==> src/rtl/ts_pcr_pkg.sv <==
// ----------------------------------------------------------------------------
// ts_pcr_pkg
// Shared types and constants of the transport stream clock interpolator.
// ----------------------------------------------------------------------------
package ts_pcr_pkg;

  localparam int HISTORY_DEPTH = 3;
  localparam int CLK_W         = 33;
  localparam int IDX_W         = 32;
  localparam int RATE_W        = 64;
  localparam int ALU_W         = RATE_W + 1;
  localparam int DIV_STEPS     = RATE_W;
  localparam int MUL_STEPS     = CLK_W;
  localparam int CNT_W         = $clog2(DIV_STEPS);

  // header decode
  localparam int          ADAPT_PRESENT_BIT = 5;
  localparam int          PCR_FLAG_BIT      = 4;
  localparam int          PCR_LOW_BIT       = 7;
  localparam logic [7:0]  MIN_ADAPT_LEN     = 8'd7;

  typedef enum logic [2:0] {
    S_IDLE,
    S_DC,
    S_DI,
    S_DIV,
    S_ELAP,
    S_MUL,
    S_DONE
  } state_e;

  typedef struct packed {
    logic [CLK_W-1:0] newest_clk;
    logic [IDX_W-1:0] newest_idx;
    logic [CLK_W-1:0] oldest_clk;
    logic [IDX_W-1:0] oldest_idx;
  } hist_view_t;

  typedef struct packed {
    logic [ALU_W-1:0] a;
    logic [ALU_W-1:0] b;
    logic             sub;
  } alu_req_t;

endpackage

==> src/rtl/ts_pcr_if.sv <==
// ----------------------------------------------------------------------------
// ts_pcr_if
// Valid/ready channels for packet header beats and clock estimate beats.
// ----------------------------------------------------------------------------
interface ts_pcr_in_if;
  logic        valid;
  logic        ready;
  logic [7:0]  adaptation_control_byte;
  logic [7:0]  adaptation_length;
  logic [7:0]  adaptation_flags;
  logic [31:0] clock_high_bytes;
  logic [7:0]  clock_low_byte;
  logic [31:0] packet_index;

  modport source (
    output valid, adaptation_control_byte, adaptation_length, adaptation_flags,
           clock_high_bytes, clock_low_byte, packet_index,
    input  ready
  );
  modport sink (
    input  valid, adaptation_control_byte, adaptation_length, adaptation_flags,
           clock_high_bytes, clock_low_byte, packet_index,
    output ready
  );
endinterface

interface ts_pcr_out_if;
  logic        valid;
  logic        ready;
  logic [32:0] clock_estimate;
  logic        estimate_valid;
  logic        clock_taken;

  modport source (
    output valid, clock_estimate, estimate_valid, clock_taken,
    input  ready
  );
  modport sink (
    input  valid, clock_estimate, estimate_valid, clock_taken,
    output ready
  );
endinterface

==> src/rtl/ts_pcr_alu.sv <==
// ----------------------------------------------------------------------------
// ts_pcr_alu
// Shared adder/subtractor used by the difference, divide, elapsed and multiply steps.
// ----------------------------------------------------------------------------
module ts_pcr_alu
  import ts_pcr_pkg::*;
(
  input  alu_req_t         req_i,
  output logic [ALU_W-1:0] y_o,
  output logic             carry_o
);

  logic [ALU_W-1:0] b_eff;
  logic [ALU_W:0]   sum;

  // subtract as a plus inverted b plus one; carry set means no borrow
  assign b_eff = req_i.sub ? ~req_i.b : req_i.b;
  assign sum   = {1'b0, req_i.a} + {1'b0, b_eff} + (ALU_W + 1)'(req_i.sub);
  assign y_o     = sum[ALU_W-1:0];
  assign carry_o = sum[ALU_W];

endmodule

==> src/rtl/ts_pcr_hist.sv <==
// ----------------------------------------------------------------------------
// ts_pcr_hist
// History of stored clock values and packet numbers, newest at the top.
// ----------------------------------------------------------------------------
module ts_pcr_hist
  import ts_pcr_pkg::*;
(
  input  logic             clk_i,
  input  logic             rst_ni,
  input  logic             push_i,
  input  logic [CLK_W-1:0] clk_val_i,
  input  logic [IDX_W-1:0] idx_val_i,
  output hist_view_t       view_o
);

  logic [CLK_W-1:0] clk_q [HISTORY_DEPTH];
  logic [IDX_W-1:0] idx_q [HISTORY_DEPTH];

  always_ff @(posedge clk_i or negedge rst_ni) begin
    if (!rst_ni) begin
      for (int k = 0; k < HISTORY_DEPTH; k++) begin
        clk_q[k] <= '0;
        idx_q[k] <= '0;
      end
    end else if (push_i) begin
      for (int k = 0; k + 1 < HISTORY_DEPTH; k++) begin
        clk_q[k] <= clk_q[k+1];
        idx_q[k] <= idx_q[k+1];
      end
      clk_q[HISTORY_DEPTH-1] <= clk_val_i;
      idx_q[HISTORY_DEPTH-1] <= idx_val_i;
    end
  end

  assign view_o.newest_clk = clk_q[HISTORY_DEPTH-1];
  assign view_o.newest_idx = idx_q[HISTORY_DEPTH-1];
  assign view_o.oldest_clk = clk_q[0];
  assign view_o.oldest_idx = idx_q[0];

endmodule

==> src/rtl/ts_pcr_extract_interpolate.sv <==
// ----------------------------------------------------------------------------
// ts_pcr_extract_interpolate
// Clock reference extraction, ticks-per-packet rate by serial division and
// per-packet clock estimate by serial shift-and-add multiplication.
// ----------------------------------------------------------------------------
// latency from accept to result beat covers the clock and index differences and
// 64 radix-2 divide steps on the shared adder with a rate update, then the
// elapsed count and 33 multiply steps; the multiply is skipped before any rate exists
// flow: one packet in flight; the result waits while the output beat is held
// reset: asynchronous, clears history, rate and all handshake state
module ts_pcr_extract_interpolate
  import ts_pcr_pkg::*;
(
  input  logic   clk_i,
  input  logic   rst_ni,
  ts_pcr_in_if.sink    in_i,
  ts_pcr_out_if.source out_o
);

  state_e            state_q, state_d;
  logic [CNT_W-1:0]  cnt_q, cnt_d;
  logic              taken_q, taken_d;
  logic [IDX_W-1:0]  idx_q, idx_d;
  logic [RATE_W-1:0] quo_q, quo_d;
  logic [RATE_W-1:0] rem_q, rem_d;
  logic [RATE_W-1:0] dvs_q, dvs_d;
  logic [RATE_W-1:0] tpp_q, tpp_d;
  logic              rdy_q, rdy_d;
  logic [CLK_W-1:0]  acc_q, acc_d;
  logic [CLK_W-1:0]  mcand_q, mcand_d;
  logic [CLK_W-1:0]  mplier_q, mplier_d;
  logic              ov_q, ov_d;
  logic [CLK_W-1:0]  oest_q, oest_d;
  logic              ordy_q, ordy_d;
  logic              otaken_q, otaken_d;

  logic             take;
  logic             push;
  logic             load;
  logic [CLK_W-1:0] new_clk;
  hist_view_t       hist;
  alu_req_t         alu_req;
  logic [ALU_W-1:0] alu_y;
  logic             alu_c;

  assign take = in_i.adaptation_control_byte[ADAPT_PRESENT_BIT]
              && (in_i.adaptation_length >= MIN_ADAPT_LEN)
              && in_i.adaptation_flags[PCR_FLAG_BIT];
  assign new_clk = {in_i.clock_high_bytes, in_i.clock_low_byte[PCR_LOW_BIT]};
  assign push    = in_i.valid && in_i.ready && take;

  ts_pcr_hist u_hist (
    .clk_i     (clk_i),
    .rst_ni    (rst_ni),
    .push_i    (push),
    .clk_val_i (new_clk),
    .idx_val_i (in_i.packet_index),
    .view_o    (hist)
  );

  ts_pcr_alu u_alu (
    .req_i   (alu_req),
    .y_o     (alu_y),
    .carry_o (alu_c)
  );

  always_ff @(posedge clk_i or negedge rst_ni) begin
    if (!rst_ni) begin
      state_q <= S_IDLE;
      cnt_q   <= '0;
      tpp_q   <= '0;
      rdy_q   <= 1'b0;
      ov_q    <= 1'b0;
    end else begin
      state_q <= state_d;
      cnt_q   <= cnt_d;
      tpp_q   <= tpp_d;
      rdy_q   <= rdy_d;
      ov_q    <= ov_d;
    end
  end

  always_ff @(posedge clk_i) begin
    taken_q  <= taken_d;
    idx_q    <= idx_d;
    quo_q    <= quo_d;
    rem_q    <= rem_d;
    dvs_q    <= dvs_d;
    acc_q    <= acc_d;
    mcand_q  <= mcand_d;
    mplier_q <= mplier_d;
    oest_q   <= oest_d;
    ordy_q   <= ordy_d;
    otaken_q <= otaken_d;
  end

  always_comb begin
    state_d    = state_q;
    cnt_d      = cnt_q;
    taken_d    = taken_q;
    idx_d      = idx_q;
    quo_d      = quo_q;
    rem_d      = rem_q;
    dvs_d      = dvs_q;
    tpp_d      = tpp_q;
    rdy_d      = rdy_q;
    acc_d      = acc_q;
    mcand_d    = mcand_q;
    mplier_d   = mplier_q;
    alu_req    = '0;
    in_i.ready = 1'b0;
    load       = 1'b0;

    case (state_q)
      S_IDLE: begin
        in_i.ready = 1'b1;
        if (in_i.valid) begin
          taken_d = take;
          idx_d   = in_i.packet_index;
          state_d = S_DC;
        end
      end
      S_DC: begin
        // clock difference, wraps at 64 bits
        alu_req.a   = ALU_W'(hist.newest_clk);
        alu_req.b   = ALU_W'(hist.oldest_clk);
        alu_req.sub = 1'b1;
        if (taken_q && (hist.oldest_idx != '0) && (hist.newest_idx != hist.oldest_idx)) begin
          quo_d   = alu_y[RATE_W-1:0];
          state_d = S_DI;
        end else begin
          state_d = S_ELAP;
        end
      end
      S_DI: begin
        alu_req.a   = ALU_W'(hist.newest_idx);
        alu_req.b   = ALU_W'(hist.oldest_idx);
        alu_req.sub = 1'b1;
        dvs_d       = alu_y[RATE_W-1:0];
        rem_d       = '0;
        cnt_d       = '0;
        state_d     = S_DIV;
      end
      S_DIV: begin
        // restoring step: shift in next dividend bit, try subtract
        alu_req.a   = {rem_q, quo_q[RATE_W-1]};
        alu_req.b   = {1'b0, dvs_q};
        alu_req.sub = 1'b1;
        rem_d = alu_c ? alu_y[RATE_W-1:0] : {rem_q[RATE_W-2:0], quo_q[RATE_W-1]};
        quo_d = {quo_q[RATE_W-2:0], alu_c};
        if (cnt_q == CNT_W'(DIV_STEPS - 1)) begin
          tpp_d   = {quo_q[RATE_W-2:0], alu_c};
          rdy_d   = 1'b1;
          state_d = S_ELAP;
        end else begin
          cnt_d = cnt_q + 1'b1;
        end
      end
      S_ELAP: begin
        // only the low clock bits of the elapsed count matter after masking
        alu_req.a   = ALU_W'(idx_q);
        alu_req.b   = ALU_W'(hist.newest_idx);
        alu_req.sub = 1'b1;
        mplier_d    = alu_y[CLK_W-1:0];
        mcand_d     = tpp_q[CLK_W-1:0];
        cnt_d       = '0;
        if (rdy_q) begin
          acc_d   = hist.newest_clk;
          state_d = S_MUL;
        end else begin
          acc_d   = '0;
          state_d = S_DONE;
        end
      end
      S_MUL: begin
        alu_req.a = ALU_W'(acc_q);
        alu_req.b = ALU_W'(mcand_q);
        if (mplier_q[0]) begin
          acc_d = alu_y[CLK_W-1:0];
        end
        mcand_d  = {mcand_q[CLK_W-2:0], 1'b0};
        mplier_d = {1'b0, mplier_q[CLK_W-1:1]};
        if (cnt_q == CNT_W'(MUL_STEPS - 1)) begin
          state_d = S_DONE;
        end else begin
          cnt_d = cnt_q + 1'b1;
        end
      end
      S_DONE: begin
        if (!ov_q || out_o.ready) begin
          load    = 1'b1;
          state_d = S_IDLE;
        end
      end
      default: begin
        state_d = S_IDLE;
      end
    endcase
  end

  // output register
  always_comb begin
    ov_d     = ov_q;
    oest_d   = oest_q;
    ordy_d   = ordy_q;
    otaken_d = otaken_q;
    if (load) begin
      ov_d     = 1'b1;
      oest_d   = acc_q;
      ordy_d   = rdy_q;
      otaken_d = taken_q;
    end else if (out_o.ready) begin
      ov_d = 1'b0;
    end
  end

  assign out_o.valid          = ov_q;
  assign out_o.clock_estimate = oest_q;
  assign out_o.estimate_valid = ordy_q;
  assign out_o.clock_taken    = otaken_q;

`ifndef SYNTH
  a_rate_sticky: assert property (@(posedge clk_i) disable iff (!rst_ni)
    !$fell(rdy_q))
    else $error("rate ready dropped");

  a_busy_not_ready: assert property (@(posedge clk_i) disable iff (!rst_ni)
    (state_q != S_IDLE) |-> !in_i.ready)
    else $error("input ready while packet in flight");

  a_load_free: assert property (@(posedge clk_i) disable iff (!rst_ni)
    load |-> (!ov_q || out_o.ready))
    else $error("result overwrote pending beat");

  a_zero_est: assert property (@(posedge clk_i) disable iff (!rst_ni)
    (ov_q && !ordy_q) |-> (oest_q == '0))
    else $error("estimate nonzero without rate");

  a_div_start: assert property (@(posedge clk_i) disable iff (!rst_ni)
    (state_q == S_DI) |=> (state_q == S_DIV && cnt_q == '0))
    else $error("divider started out of step");
`endif

endmodule
==> src/flat_wrapper.sv <==
// flat-port wrapper written by rule: the top's interface ports become plain ports
module ts_pcr_extract_interpolate_flat import ts_pcr_pkg::*;
  (clk_i, rst_ni, in_i_valid, in_i_adaptation_control_byte, in_i_adaptation_length, in_i_adaptation_flags, in_i_clock_high_bytes, in_i_clock_low_byte, in_i_packet_index, in_i_ready, out_o_valid, out_o_clock_estimate, out_o_estimate_valid, out_o_clock_taken, out_o_ready);
  ts_pcr_in_if in_i_i ();
  ts_pcr_out_if out_o_i ();
  input  logic clk_i;
  input  logic rst_ni;
  input wire logic [$bits(in_i_i.valid)-1:0] in_i_valid;
  input wire logic [$bits(in_i_i.adaptation_control_byte)-1:0] in_i_adaptation_control_byte;
  input wire logic [$bits(in_i_i.adaptation_length)-1:0] in_i_adaptation_length;
  input wire logic [$bits(in_i_i.adaptation_flags)-1:0] in_i_adaptation_flags;
  input wire logic [$bits(in_i_i.clock_high_bytes)-1:0] in_i_clock_high_bytes;
  input wire logic [$bits(in_i_i.clock_low_byte)-1:0] in_i_clock_low_byte;
  input wire logic [$bits(in_i_i.packet_index)-1:0] in_i_packet_index;
  output wire logic [$bits(in_i_i.ready)-1:0] in_i_ready;
  output wire logic [$bits(out_o_i.valid)-1:0] out_o_valid;
  output wire logic [$bits(out_o_i.clock_estimate)-1:0] out_o_clock_estimate;
  output wire logic [$bits(out_o_i.estimate_valid)-1:0] out_o_estimate_valid;
  output wire logic [$bits(out_o_i.clock_taken)-1:0] out_o_clock_taken;
  input wire logic [$bits(out_o_i.ready)-1:0] out_o_ready;
  assign in_i_i.valid = in_i_valid;
  assign in_i_i.adaptation_control_byte = in_i_adaptation_control_byte;
  assign in_i_i.adaptation_length = in_i_adaptation_length;
  assign in_i_i.adaptation_flags = in_i_adaptation_flags;
  assign in_i_i.clock_high_bytes = in_i_clock_high_bytes;
  assign in_i_i.clock_low_byte = in_i_clock_low_byte;
  assign in_i_i.packet_index = in_i_packet_index;
  assign in_i_ready = in_i_i.ready;
  assign out_o_valid = out_o_i.valid;
  assign out_o_clock_estimate = out_o_i.clock_estimate;
  assign out_o_estimate_valid = out_o_i.estimate_valid;
  assign out_o_clock_taken = out_o_i.clock_taken;
  assign out_o_i.ready = out_o_ready;
  ts_pcr_extract_interpolate u_core (.clk_i(clk_i), .rst_ni(rst_ni), .in_i(in_i_i), .out_o(out_o_i));
endmodule
==> config.mk <==
export PLATFORM = sky130hd
export DESIGN_NAME = ts_pcr_extract_interpolate_flat
export DESIGN_NICKNAME = d
export VERILOG_FILES = /design/src/rtl/ts_pcr_pkg.sv /design/src/rtl/ts_pcr_if.sv /design/src/rtl/ts_pcr_alu.sv /design/src/rtl/ts_pcr_hist.sv /design/src/rtl/ts_pcr_extract_interpolate.sv /design/src/flat_wrapper.sv
export SDC_FILE = /design/constraint.sdc
export NUM_CORES = 1
export LEC_CHECK = 0
export BUFFER_PORTS_ARGS = -buffer_cell sky130_fd_sc_hd__buf_2
export CORE_AREA = 3 3 281 283
export DETAILED_ROUTE_END_ITERATION = 12
export DIE_AREA = 0 0 284 286
export HOLD_SLACK_MARGIN = 0.03
export PLACE_DENSITY_LB_ADDON = 0.05
export SKIP_LAST_GASP = 1
export SLEW_MARGIN = 40
export SYNTH_ARGS = -nofsm -noshare
export SYNTH_HDL_FRONTEND = slang
export SYNTH_SLANG_ARGS = --single-unit
==> constraint.sdc <==
create_clock -name clk_i -period 9.1 [get_ports clk_i]
set_clock_uncertainty 0.15 [all_clocks]
set_input_delay 0.455 -clock clk_i [delete_from_list [all_inputs] [get_ports clk_i]]
set_output_delay 0.455 -clock clk_i [all_outputs]
set_load 0.03 [all_outputs]
==> metrics.txt, run 1 <==
status completed; Post-synth top cells 431 x nand2_1, 359 x edfxtp_1, 239 x dfrtp_1, 238 x o21ai_0, 234 x a21oi_1; Seq/Total Area, Yosys 55.0%; worst-path maximum fanout 40; unrepaired setup endpoints after global routing no; crit path cell chain buf_4, or3_1, nand2_1, buf_4, a21oi_1, ha_1, a21oi_1, o21ba_2, o21ai_0, o211a_1, a21oi_1, a21o_1, o211ai_1, a2111o_2, buf_4, nand2_1, a22o_1; CP Capture Type flip-flop; Mapped Nets 3002; Synth Flop Type edfxtp_1; core area 0.0770 mm^2; total setup buffers inserted after CTS 0; Final setup viols 0; Slew Limit Fails 0; setup_tns 0 ns; largest net degree at the start of global routing 142; count leader, synth nand2_1; Global Route Usage Sum 24.8%; vias in the first global route 23400; cells after synthesis 2835; fin crit share 78.5%; hold path cells 3; Startpoint Class flip-flop; DRC Markers 0; worst skew pair latency 0.62 ns; Slowest cell on crit path a2111o_2; Clock Tree Buf Depth 3; CTS buffer count 72; CTS root buf clkbuf_16; DR vias/cell 5.74; nets 3119; Critical Path RT 9.30 ns; DRT Wirelength 102000 um; Arr. time, crit path 7.35 ns; CTS sink count 598; detailed placement HPWL 68000 um; Avg Cell Area, Syn 10.8 um^2; H-tree depth 3; Final GP Congestion 0.901; Yosys top cell by area edfxtp_1; router iterations before antenna repair 6; initial core utilization 39.6%; post-route antenna net violation count 0; via count 23300; post-route minimum period 7.15 ns; layout cells sized above 1 17.8%; worst r2r path cells 17; Fillers 7195; #FFs+latches synth 598; area of the multi-input gates 0.0128 mm^2; CP Class flip-flop to flip-flop; I/O pins 137; Syn. warnings 0; Rows 102; area of the mapped netlist 0.0305 mm^2; CTS tree built; Post-synth EDFFs 359; final global-route overflow total 0; Die H 286 um; Yosys top cell area share 35.4%; slew margin rel. 37.3%; quantity of gates resized following cts 0; register area 0.0168 mm^2; P&R area growth vs syn 15.6%; Die W 284 um; Detailed Route Iter0 Violations 2085; clk slew on worst S/H paths 0.06 ns; first-pass GRT wire length 153000 um; Post-synth ARST share 40.0%; Hold WC Path Type primary input to flip-flop; FMAX 140 MHz; port bufs 115; Least-Margin Pin Slew 0.928 ns; final hold viol count 0; initial antenna violation count 1; WL/cell 25.2 um; die area 0.0812 mm^2; top cells by area, synth edfxtp_1 35%, dfrtp_1 20%, mux2_2 8.1%, nand2_1 5.3%, o21ai_0 3.9%; Max Cap Violations 0; Worst path max stage delay 0.70 ns; Unique masters post-synth 68
## layout make-up
class | count | share of cell area, %
Inverter | 69 | 0.738
Timing Repair Buffer | 233 | 4.95
Multi-Input combinational cell | 1978 | 36.4
Clock buffer | 93 | 5.56
Sequential cell | 598 | 47.6
Tap cell | 1040 | 3.69
Antenna cell | 1 | 0.00710
Clock inverter | 40 | 1.09
## worst max-delay path: cells and delay by family, from the launching register on
| family | cells | cell delay (ns) |
|---|---|---|
| flops | 1 | 0.69 |
| buf+inv | 3 | 1.36 |
| compound gates | 10 | 2.96 |
| simple gates | 3 | 1.15 |
| fa+ha+maj | 1 | 0.47 |
## state kept, by name, summed over array words and instances (netlist names)
| register | cells |
|---|---|
| u_core.tpp_q | 33 |
| u_core.out_o.valid | 1 |
| u_core.mplier_q | 33 |
| u_core.quo_q | 64 |
| u_core.state_q | 3 |
| u_core.rem_q | 64 |
| u_core.cnt_q | 6 |
| u_core.out_o.estimate_valid | 1 |
| u_core.taken_q | 1 |
| u_core.idx_q | 32 |
| u_core.u_hist.clk_q | 33 |
| u_core.out_o.clock_estimate | 33 |
| u_core.u_hist.view_o | 130 |
| u_core.rdy_q | 1 |
| u_core.u_hist.idx_q | 32 |
| u_core.out_o.clock_taken | 1 |
| u_core.dvs_q | 64 |
| u_core.mcand_q | 33 |
| u_core.acc_q | 33 |
## final timing paths
kind                                                 startpoint  slack [ns]                              end
worst max-delay path                          u_core.state_q[0]        1.95                 u_core.rem_q[63]
worst min-delay path            in_i_adaptation_control_byte[5]         0.1                   u_core.taken_q
worst max register to register                u_core.state_q[0]        1.95                 u_core.rem_q[63]
min in group asynchronous                                rst_ni        0.19        u_core.u_hist.view_o[111]
max in group asynchronous                                rst_ni        7.35                u_core.state_q[2]
worst min register to register                 u_core.acc_q[19]        0.29  u_core.out_o.clock_estimate[19]
## through the flow
stage	worst slack [ns]	hold slack, ns	cell area [um^2]	utilization [%]	instances
floorplan	2.41	0.00941	30500	-	2835
detailed placement	1.96	0.264	32200	41.8	3849
finish	1.95	0.0985	35300	45.8	4052
global placement	2.01	0.290	32100	41.8	3848
global route	1.59	0.0906	35200	45.8	4051
CTS	1.92	0.0673	35200	45.7	4049
## timing repair
item / CTS / global route
hold endpoints to repair: 154 / 0
endpoints found under the setup margin: 0 / 0
hold buffers: 67 / 0
## layout by cell type, fill, tap and decap left out, types with 7 or more instances in the layout
cell type and instances:
a21oi_1 234, o32ai_1 8, o211ai_1 10, o31ai_1 7, nand2_1 427, o21a_1 10
clkinv_1 9, ha_1 66, nor2_1 96, dlygate4sd3_1 67, or2_2 8, o22ai_1 15
mux2i_1 62, and3_1 43, clkbuf_1 13, a31oi_1 17, nand3_1 113, a211oi_1 16
edfxtp_1 359, nor3_1 24, clkinv_2 16, o21bai_1 18, mux2_2 220, inv_1 67
xnor2_1 71, clkbuf_8 8, o21ai_0 238, a21o_1 40, or3_1 9, xor2_1 16
buf_2 114, dfrtp_1 236, and2_1 18, nand4_1 34, nor2b_1 12, clkbuf_16 72
nor4_1 13, a221o_1 34, buf_4 43, nand2b_1 17
## kinds of logic after synthesis
group,synth area share [%]
adders and majority gates,2.77
buffers and inverters,3.25
AOI/OAI and AO/OA,13.9
DFF,55.0
muxes,10.2
xor gates and xnor gates,2.50
and+or+nand+nor,12.4
## layer usage
metal / global-route usage (%) / up-vias / wire length (um)
li1: - / 10600 / -
met3: 4.03 / 175 / 5720
met4: 7.32 / 2 / 2920
met5: 0 / - / 13
met2: 40.0 / 758 / 47200
met1: 34.7 / 11700 / 46300
Power of run 1 is left out: the tool's default activity adds up to more than one toggle a clock period on the data nets, which glitch-free logic cannot reach.
==> inputs of run 2 (changes only) <==
ABC_AREA = 1   (was not set)
CORE_AREA = 3 3 280 282   (was 3 3 281 283)
DIE_AREA = 0 0 283 285   (was 0 0 284 286)
clock period = 7.5 ns   (was 9.1 ns; I/O delays follow)
==> metrics.txt, run 2 <==
status completed; Final GP Congestion 0.902 (+0.19%); worst reg2reg endpoint u_core.rem_q[51]; Seq/Total Area, Yosys 55.1% (+0.15 points); CP delay by family, top buffers and inverters; hold path cells 3 (unchanged); WL/cell 22.2 um (-12%); most frequent cells in the layout 767 x nand2_1, 416 x inv_1, 359 x edfxtp_1; register area 0.0168 mm^2 (about the same); Unique masters post-synth 62 (-8.8%); Slew Limit Fails 0 (unchanged); CTS buffer count 70 (-2.8%); Worst path max stage delay 0.71 ns (about the same); DRC Markers 0 (unchanged); Syn. warnings 0 (unchanged); Yosys top cell area share 35.5% (+0.095 points); CTS root buf clkbuf_16; Slowest cell on crit path dfrtp_1; CTS tree built; Hold WC Path Type primary input to flip-flop; DR vias/cell 5.30 (-7.6%); router iterations before antenna repair 5 (-1); most common cell after layout, fill and taps aside nand2_1; core area 0.0759 mm^2 (-1.3%); worst-path maximum fanout 51 (+28%); final hold viol count 0 (unchanged); Global Route Usage Sum 25.1% (+0.28 points); crit path cell chain inv_4, nand3_2, buf_12, clkinv_2, a22oi_1, o2111ai_1, xor2_1, inv_1, ha_1, nand2_1, nor2_1, inv_1, nor2_1, inv_1, nor2_2, and3_1, nand3_1, nand3_2, buf_4, inv_1, buf_4, o21ai_0, inv_1; Final setup viols 0 (unchanged); Rows 101 (-0.98%); Mapped Nets 3510 (+17%); die area 0.0807 mm^2 (-0.70%); first-pass GRT wire length 155000 um (+1.2%); Post-synth top cells 772 x nand2_1, 419 x inv_1, 359 x edfxtp_1, 309 x nor2_1, 289 x o21ai_0; nets 3666 (+18%); Detailed Route Iter0 Violations 2126 (+2.0%); Least-Margin Pin Slew 0.892 ns (-0.0359 ns); Startpoint Class flip-flop; Setup crit start u_core.state_q[2]; top cells by area, synth edfxtp_1 35%, dfrtp_1 20%, nand2_1 9.5%, inv_1 5.2%, o21ai_0 4.8%; layout cells sized above 1 11.2% (-6.6 points); area of the mapped netlist 0.0304 mm^2 (-0.27%); cells after synthesis 3343 (+18%); DRT Wirelength 102000 um (-0.28%); R2R Path Start u_core.state_q[2]; unrepaired setup endpoints after global routing no; final global-route overflow total 0 (unchanged); fin crit share 82.7% (+4.2 points); worst r2r path cells 23 (+6); CTS sink count 598 (unchanged); P&R area growth vs syn 15.6% (about the same); CP bufs+invs 10 (+7); most used cell, CP inv_1; Clock Tree Buf Depth 3 (unchanged); I/O pins 137 (unchanged); largest net degree at the start of global routing 198 (+39%); setup_tns 0 ns (unchanged); max reg flops 130 (unchanged); post-route antenna net violation count 0 (unchanged); post-route minimum period 6.20 ns (-0.942 ns); worst skew pair latency 0.63 ns (about the same); initial core utilization 40.0% (+0.42 points); cell area after layout 0.0352 mm^2 (-0.26%); CP Capture Type flip-flop; CP Class flip-flop to flip-flop; Worst Hold End u_core.idx_q[0]; Arr. time, crit path 6.41 ns (-0.94 ns); Die H 285 um (-0.35%); Die W 283 um (-0.35%); count leader, synth nand2_1; clk slew on worst S/H paths 0.06 ns (about the same); H-tree depth 3 (unchanged); diodes inserted 0 (-1); port bufs 115 (unchanged); Synth Flop Type edfxtp_1; #FFs+latches synth 598 (unchanged); Critical Path RT 7.70 ns (-1.60 ns); dpl cell area 0.0322 mm^2 (about the same); Hold Path Origin in_i_valid; Avg Cell Area, Syn 9.09 um^2 (-15%); flop-to-flop setup slack 1.30 ns (-0.66 ns); Post-synth EDFFs 359 (unchanged); quantity of gates resized following cts 0 (unchanged); vias in the first global route 24400 (+4.3%); Fillers 7340 (+2.0%); Post-synth ARST share 40.0% (unchanged); Yosys top cell by area edfxtp_1; detailed placement HPWL 71600 um (+5.3%); initial antenna violation count 0 (-1); FMAX 161 MHz (+15%); slew margin rel. 39.9% (+2.6 points); area of the multi-input gates 0.0116 mm^2 (-9.9%); Max Cap Violations 0 (unchanged); via count 24300 (+4.6%)
[run 2: changes by cell type after synthesis, sizes merged, moves of 28 or more]
cell    change
a21o       -32
a221o      -30
a22oi      +28
and3       -41
clkbuf     -45
inv       +359
mux2      -184
mux2i      -62
nand2     +373
nand3      -57
nor2      +215
o21ai      +68
o22ai      +36
xnor2      -36
[run 2: worst max path at each step]
stage                       endpoint  slack, ns  depth (start not counted)
CTS                 u_core.rem_q[51]       1.31                         23
floorplan           u_core.rem_q[60]       2.04                         23
global route        u_core.rem_q[51]       0.87                         23
finish              u_core.rem_q[51]       1.30                         23
detailed placement  u_core.rem_q[41]       1.35                         23
global placement    u_core.rem_q[51]       1.38                         23
[run 2: layout make-up]
type | instances | area share [%]
clock inverters | 31 | 0.772
flip-flops and latches | 598 | 47.7
inverters | 428 | 4.62
well taps | 1030 | 3.67
clock buffers | 99 | 5.70
multi-input cells | 2180 | 32.9
repair buffers | 221 | 4.71
[run 2: through the flow]
step | hold slack [ns] | setup slack (ns) | cells | util, %
6_report | 0.103 | 1.30 | 4587 | 46.3
5_1_grt | 0.0969 | 0.868 | 4587 | 46.3
4_1_cts | 0.0755 | 1.31 | 4587 | 46.3
3_5_place_dp | 0.201 | 1.35 | 4388 | 42.4
3_3_place_gp | 0.194 | 1.38 | 4387 | 42.3
2_1_floorplan | -0.0706 | 2.04 | 3343 | -
[run 2: what timing repair did]
item                      4_1_cts  5_1_grt
buffers inserted                0        0
hold endpoints to repair      159        0
hold buffers                   69        0
[run 2: cell families (layout without fill, tap and decap cells)]
logic type,Yosys count,in the layout,share of synthesized area (%)
XOR/XNOR,72,72,2.27
buffers and inverters,565,779,7.09
AO/OA/AOI/OAI,746,746,14.2
adder cells (fa/ha/maj),67,67,2.78
AND/OR/NAND/NOR,1259,1259,17.1
flip-flops,598,598,55.1
multiplexers,36,36,1.33
[run 2: worst reg2reg max path, delay by kind of cell (launching register included)]
| kind | cells | cell delay (ns) |
|---|---|---|
| AO/OA/AOI/OAI | 3 | 0.92 |
| XOR/XNOR | 1 | 0.18 |
| adder cells (fa/ha/maj) | 1 | 0.34 |
| buffers and inverters | 10 | 2.57 |
| flip-flops | 1 | 0.71 |
| AND/OR/NAND/NOR | 8 | 1.09 |
[run 2: metal layers]
layer	up-vias	global-route usage (%)	share of wire, %
met4	0	5.76	2.1
li1	11500	-	-
met2	659	39.9	45
met1	12000	36.4	47
met3	122	3.61	5.4
met5	-	0	0
Power of run 2 is left out for the same reason.
==> inputs of run 3 (changes only) <==
ABC_AREA = 0   (was 1)
CORE_AREA = 3 3 281 283   (was 3 3 280 282)
DIE_AREA = 0 0 284 286   (was 0 0 283 285)
clock period = 5.5 ns   (was 7.5 ns; I/O delays follow)
==> metrics.txt, run 3 (synthesis gave the netlist of run 1 again) <==
status completed; slew margin rel. 36.5% (-3.4 points); Setup crit end u_core.rem_q[1]; final setup margin 0.184 ns (-1.11 ns); flop-to-flop setup slack 0.18 ns (-1.11 ns); crit path cell chain buf_6, nand2b_2, buf_4, o21ai_0, a221o_1, ha_1, a21oi_1, o21a_1, nor3_1, a211oi_2, buf_4, a21oi_1, nor4_4, o211ai_1, a2111o_2, buf_4, a21oi_1, a211oi_1; M2 GR Usage 40.5% (+0.55 points); CP Class flip-flop to flip-flop; CP Capture Type flip-flop; CTS sink count 598 (unchanged); largest net degree at the start of global routing 115 (-42%); worst reg2reg endpoint u_core.rem_q[1]; Clock Tree Buf Depth 3 (unchanged); post-route antenna net violation count 0 (unchanged); router iterations before antenna repair 5 (unchanged); vias in the first global route 23600 (-3.1%); Arr. time, crit path 5.50 ns (-0.91 ns); Critical Path RT 5.68 ns (-2.02 ns); worst r2r path cells 18 (-22%); final core utilization 47.5% (+1.2 points); Final GP Congestion 0.914 (+1.3%); I/O pins 137 (unchanged); Final setup viols 0 (unchanged); final hold viol count 0 (unchanged); die area 0.0812 mm^2 (+0.71%); max reg flops 130 (unchanged); P&R area growth vs syn 20.0%; worst skew pair latency 0.62 ns (about the same); Startpoint Class flip-flop; Least-Margin Pin Slew 0.944 ns (+0.0511 ns); cell area after layout 0.0366 mm^2 (+4.0%); detailed placement HPWL 74500 um (+3.9%); fin crit share 96.7% (+14 points); Detailed Route Iter0 Violations 1922 (-9.6%); Hold WC Path Type primary input to async pin; CTS root buf clkbuf_16; clk slew on worst S/H paths 0.06 ns (about the same); WL/cell 24.8 um (+12%); Global Route Usage Sum 25.4% (+0.24 points); most frequent cells in the layout 426 x nand2_1, 359 x edfxtp_1, 235 x dfrtp_1; Rows 102 (+0.99%); Die H 286 um (+0.35%); Die W 284 um (+0.35%); DRT Wirelength 104000 um (+2.3%); dpl cell area 0.0334 mm^2 (+3.6%); Setup crit start u_core.state_q[2]; Slowest cell on crit path a2111o_2; layout cells sized above 1 21.9% (+11 points); Setup WS pre-CTS -0.370 ns (-1.72 ns); initial core utilization 39.6% (-0.42 points); Slew Limit Fails 0 (unchanged); final global-route overflow total 0 (unchanged); most common cell after layout, fill and taps aside nand2_1; initial antenna violation count 3 (+3); nets 3267 (-11%); H-tree depth 3 (unchanged); met1 Use GR 34.9% (-1.5 points); R2R Path Start u_core.state_q[2]; met3 Use GR 4.59% (+0.98 points); FMAX 188 MHz (+17%); CTS tree built; CTS buffer count 71 (+1.4%); Max Cap Violations 0 (unchanged); DRC Markers 0 (unchanged); unrepaired setup endpoints after global routing no; core area 0.0770 mm^2 (+1.3%); GRT busiest layer met2; via count 23600 (-2.8%); Worst path max stage delay 0.58 ns (-0.13 ns); port bufs 115 (unchanged); Fillers 7200 (-1.9%); post-route minimum period 5.32 ns (-0.888 ns); first-pass GRT wire length 156000 um (+0.77%); worst-path maximum fanout 19 (-63%); DR vias/cell 5.63 (+6.3%)
run 3: cell count changes in the layout (fill, tap and decap cells not counted), sizes merged, moves of 68 or more:
cell and change:
o21ai -68, mux2 +184, buf +160, nor2 -215, inv -360, nand2 -373
run 3: cell type report:
class	count	area [um^2]	area share, %
flip-flops and latches	598	16800	45.9
clock inverters	27	270	0.739
clock buffers	102	1990	5.45
multi-input cells	1978	12900	35.3
inverters	69	263	0.718
repair buffers	382	3050	8.35
well taps	1040	1300	3.56
diodes	1	2.50	0.00684
run 3: layer usage:
| layer | share of wire, % | wire [um] |
|---|---|---|
| met5 | 0 | 0 |
| met4 | 3.4 | 3590 |
| met3 | 6.2 | 6510 |
| met2 | 46 | 48000 |
| met1 | 44 | 46100 |
run 3: critical path, delay by kind of cell (launching register included):
kind	cells	cell delay [ns]
compound gates	10	2.48
flops	1	0.50
fa+ha+maj	1	0.37
buf+inv	4	0.94
simple gates	3	0.53
run 3: worst min-delay path by stage:
stage	start	endpoint	slack, ns	cells after the start
3_3_place_gp	rst_ni	u_core.u_hist.view_o[115]	0.17	1
5_1_grt	in_i_adaptation_length[2]	u_core.taken_q	0.06	3
3_5_place_dp	rst_ni	u_core.u_hist.view_o[114]	0.16	1
2_1_floorplan	rst_ni	u_core.cnt_q[0]	-0.17	0
4_1_cts	in_i_adaptation_length[2]	u_core.taken_q	0.04	3
6_report	rst_ni	u_core.u_hist.view_o[115]	0.06	2
run 3: metrics by stage:
| step | setup TNS [ns] | hold slack, ns | cells |
|---|---|---|---|
| after floorplan | 0 | -0.171 | 2835 |
| after global placement | -17.74 | 0.166 | 3988 |
| after detailed placement | -17.85 | 0.159 | 3988 |
| after CTS | 0 | 0.0360 | 4191 |
| after global routing | 0 | 0.0602 | 4196 |
| final | 0 | 0.0627 | 4197 |
run 3: repair_timing:
item,4_1_cts,5_1_grt
gates resized for setup,8,27
hold endpoints to repair,177,0
buffers inserted,5,4
pin swaps,4,7
cloned,0,1
hold buffers,69,0
setup endpoints to repair,71,71
Power of run 3 is left out for the same reason.
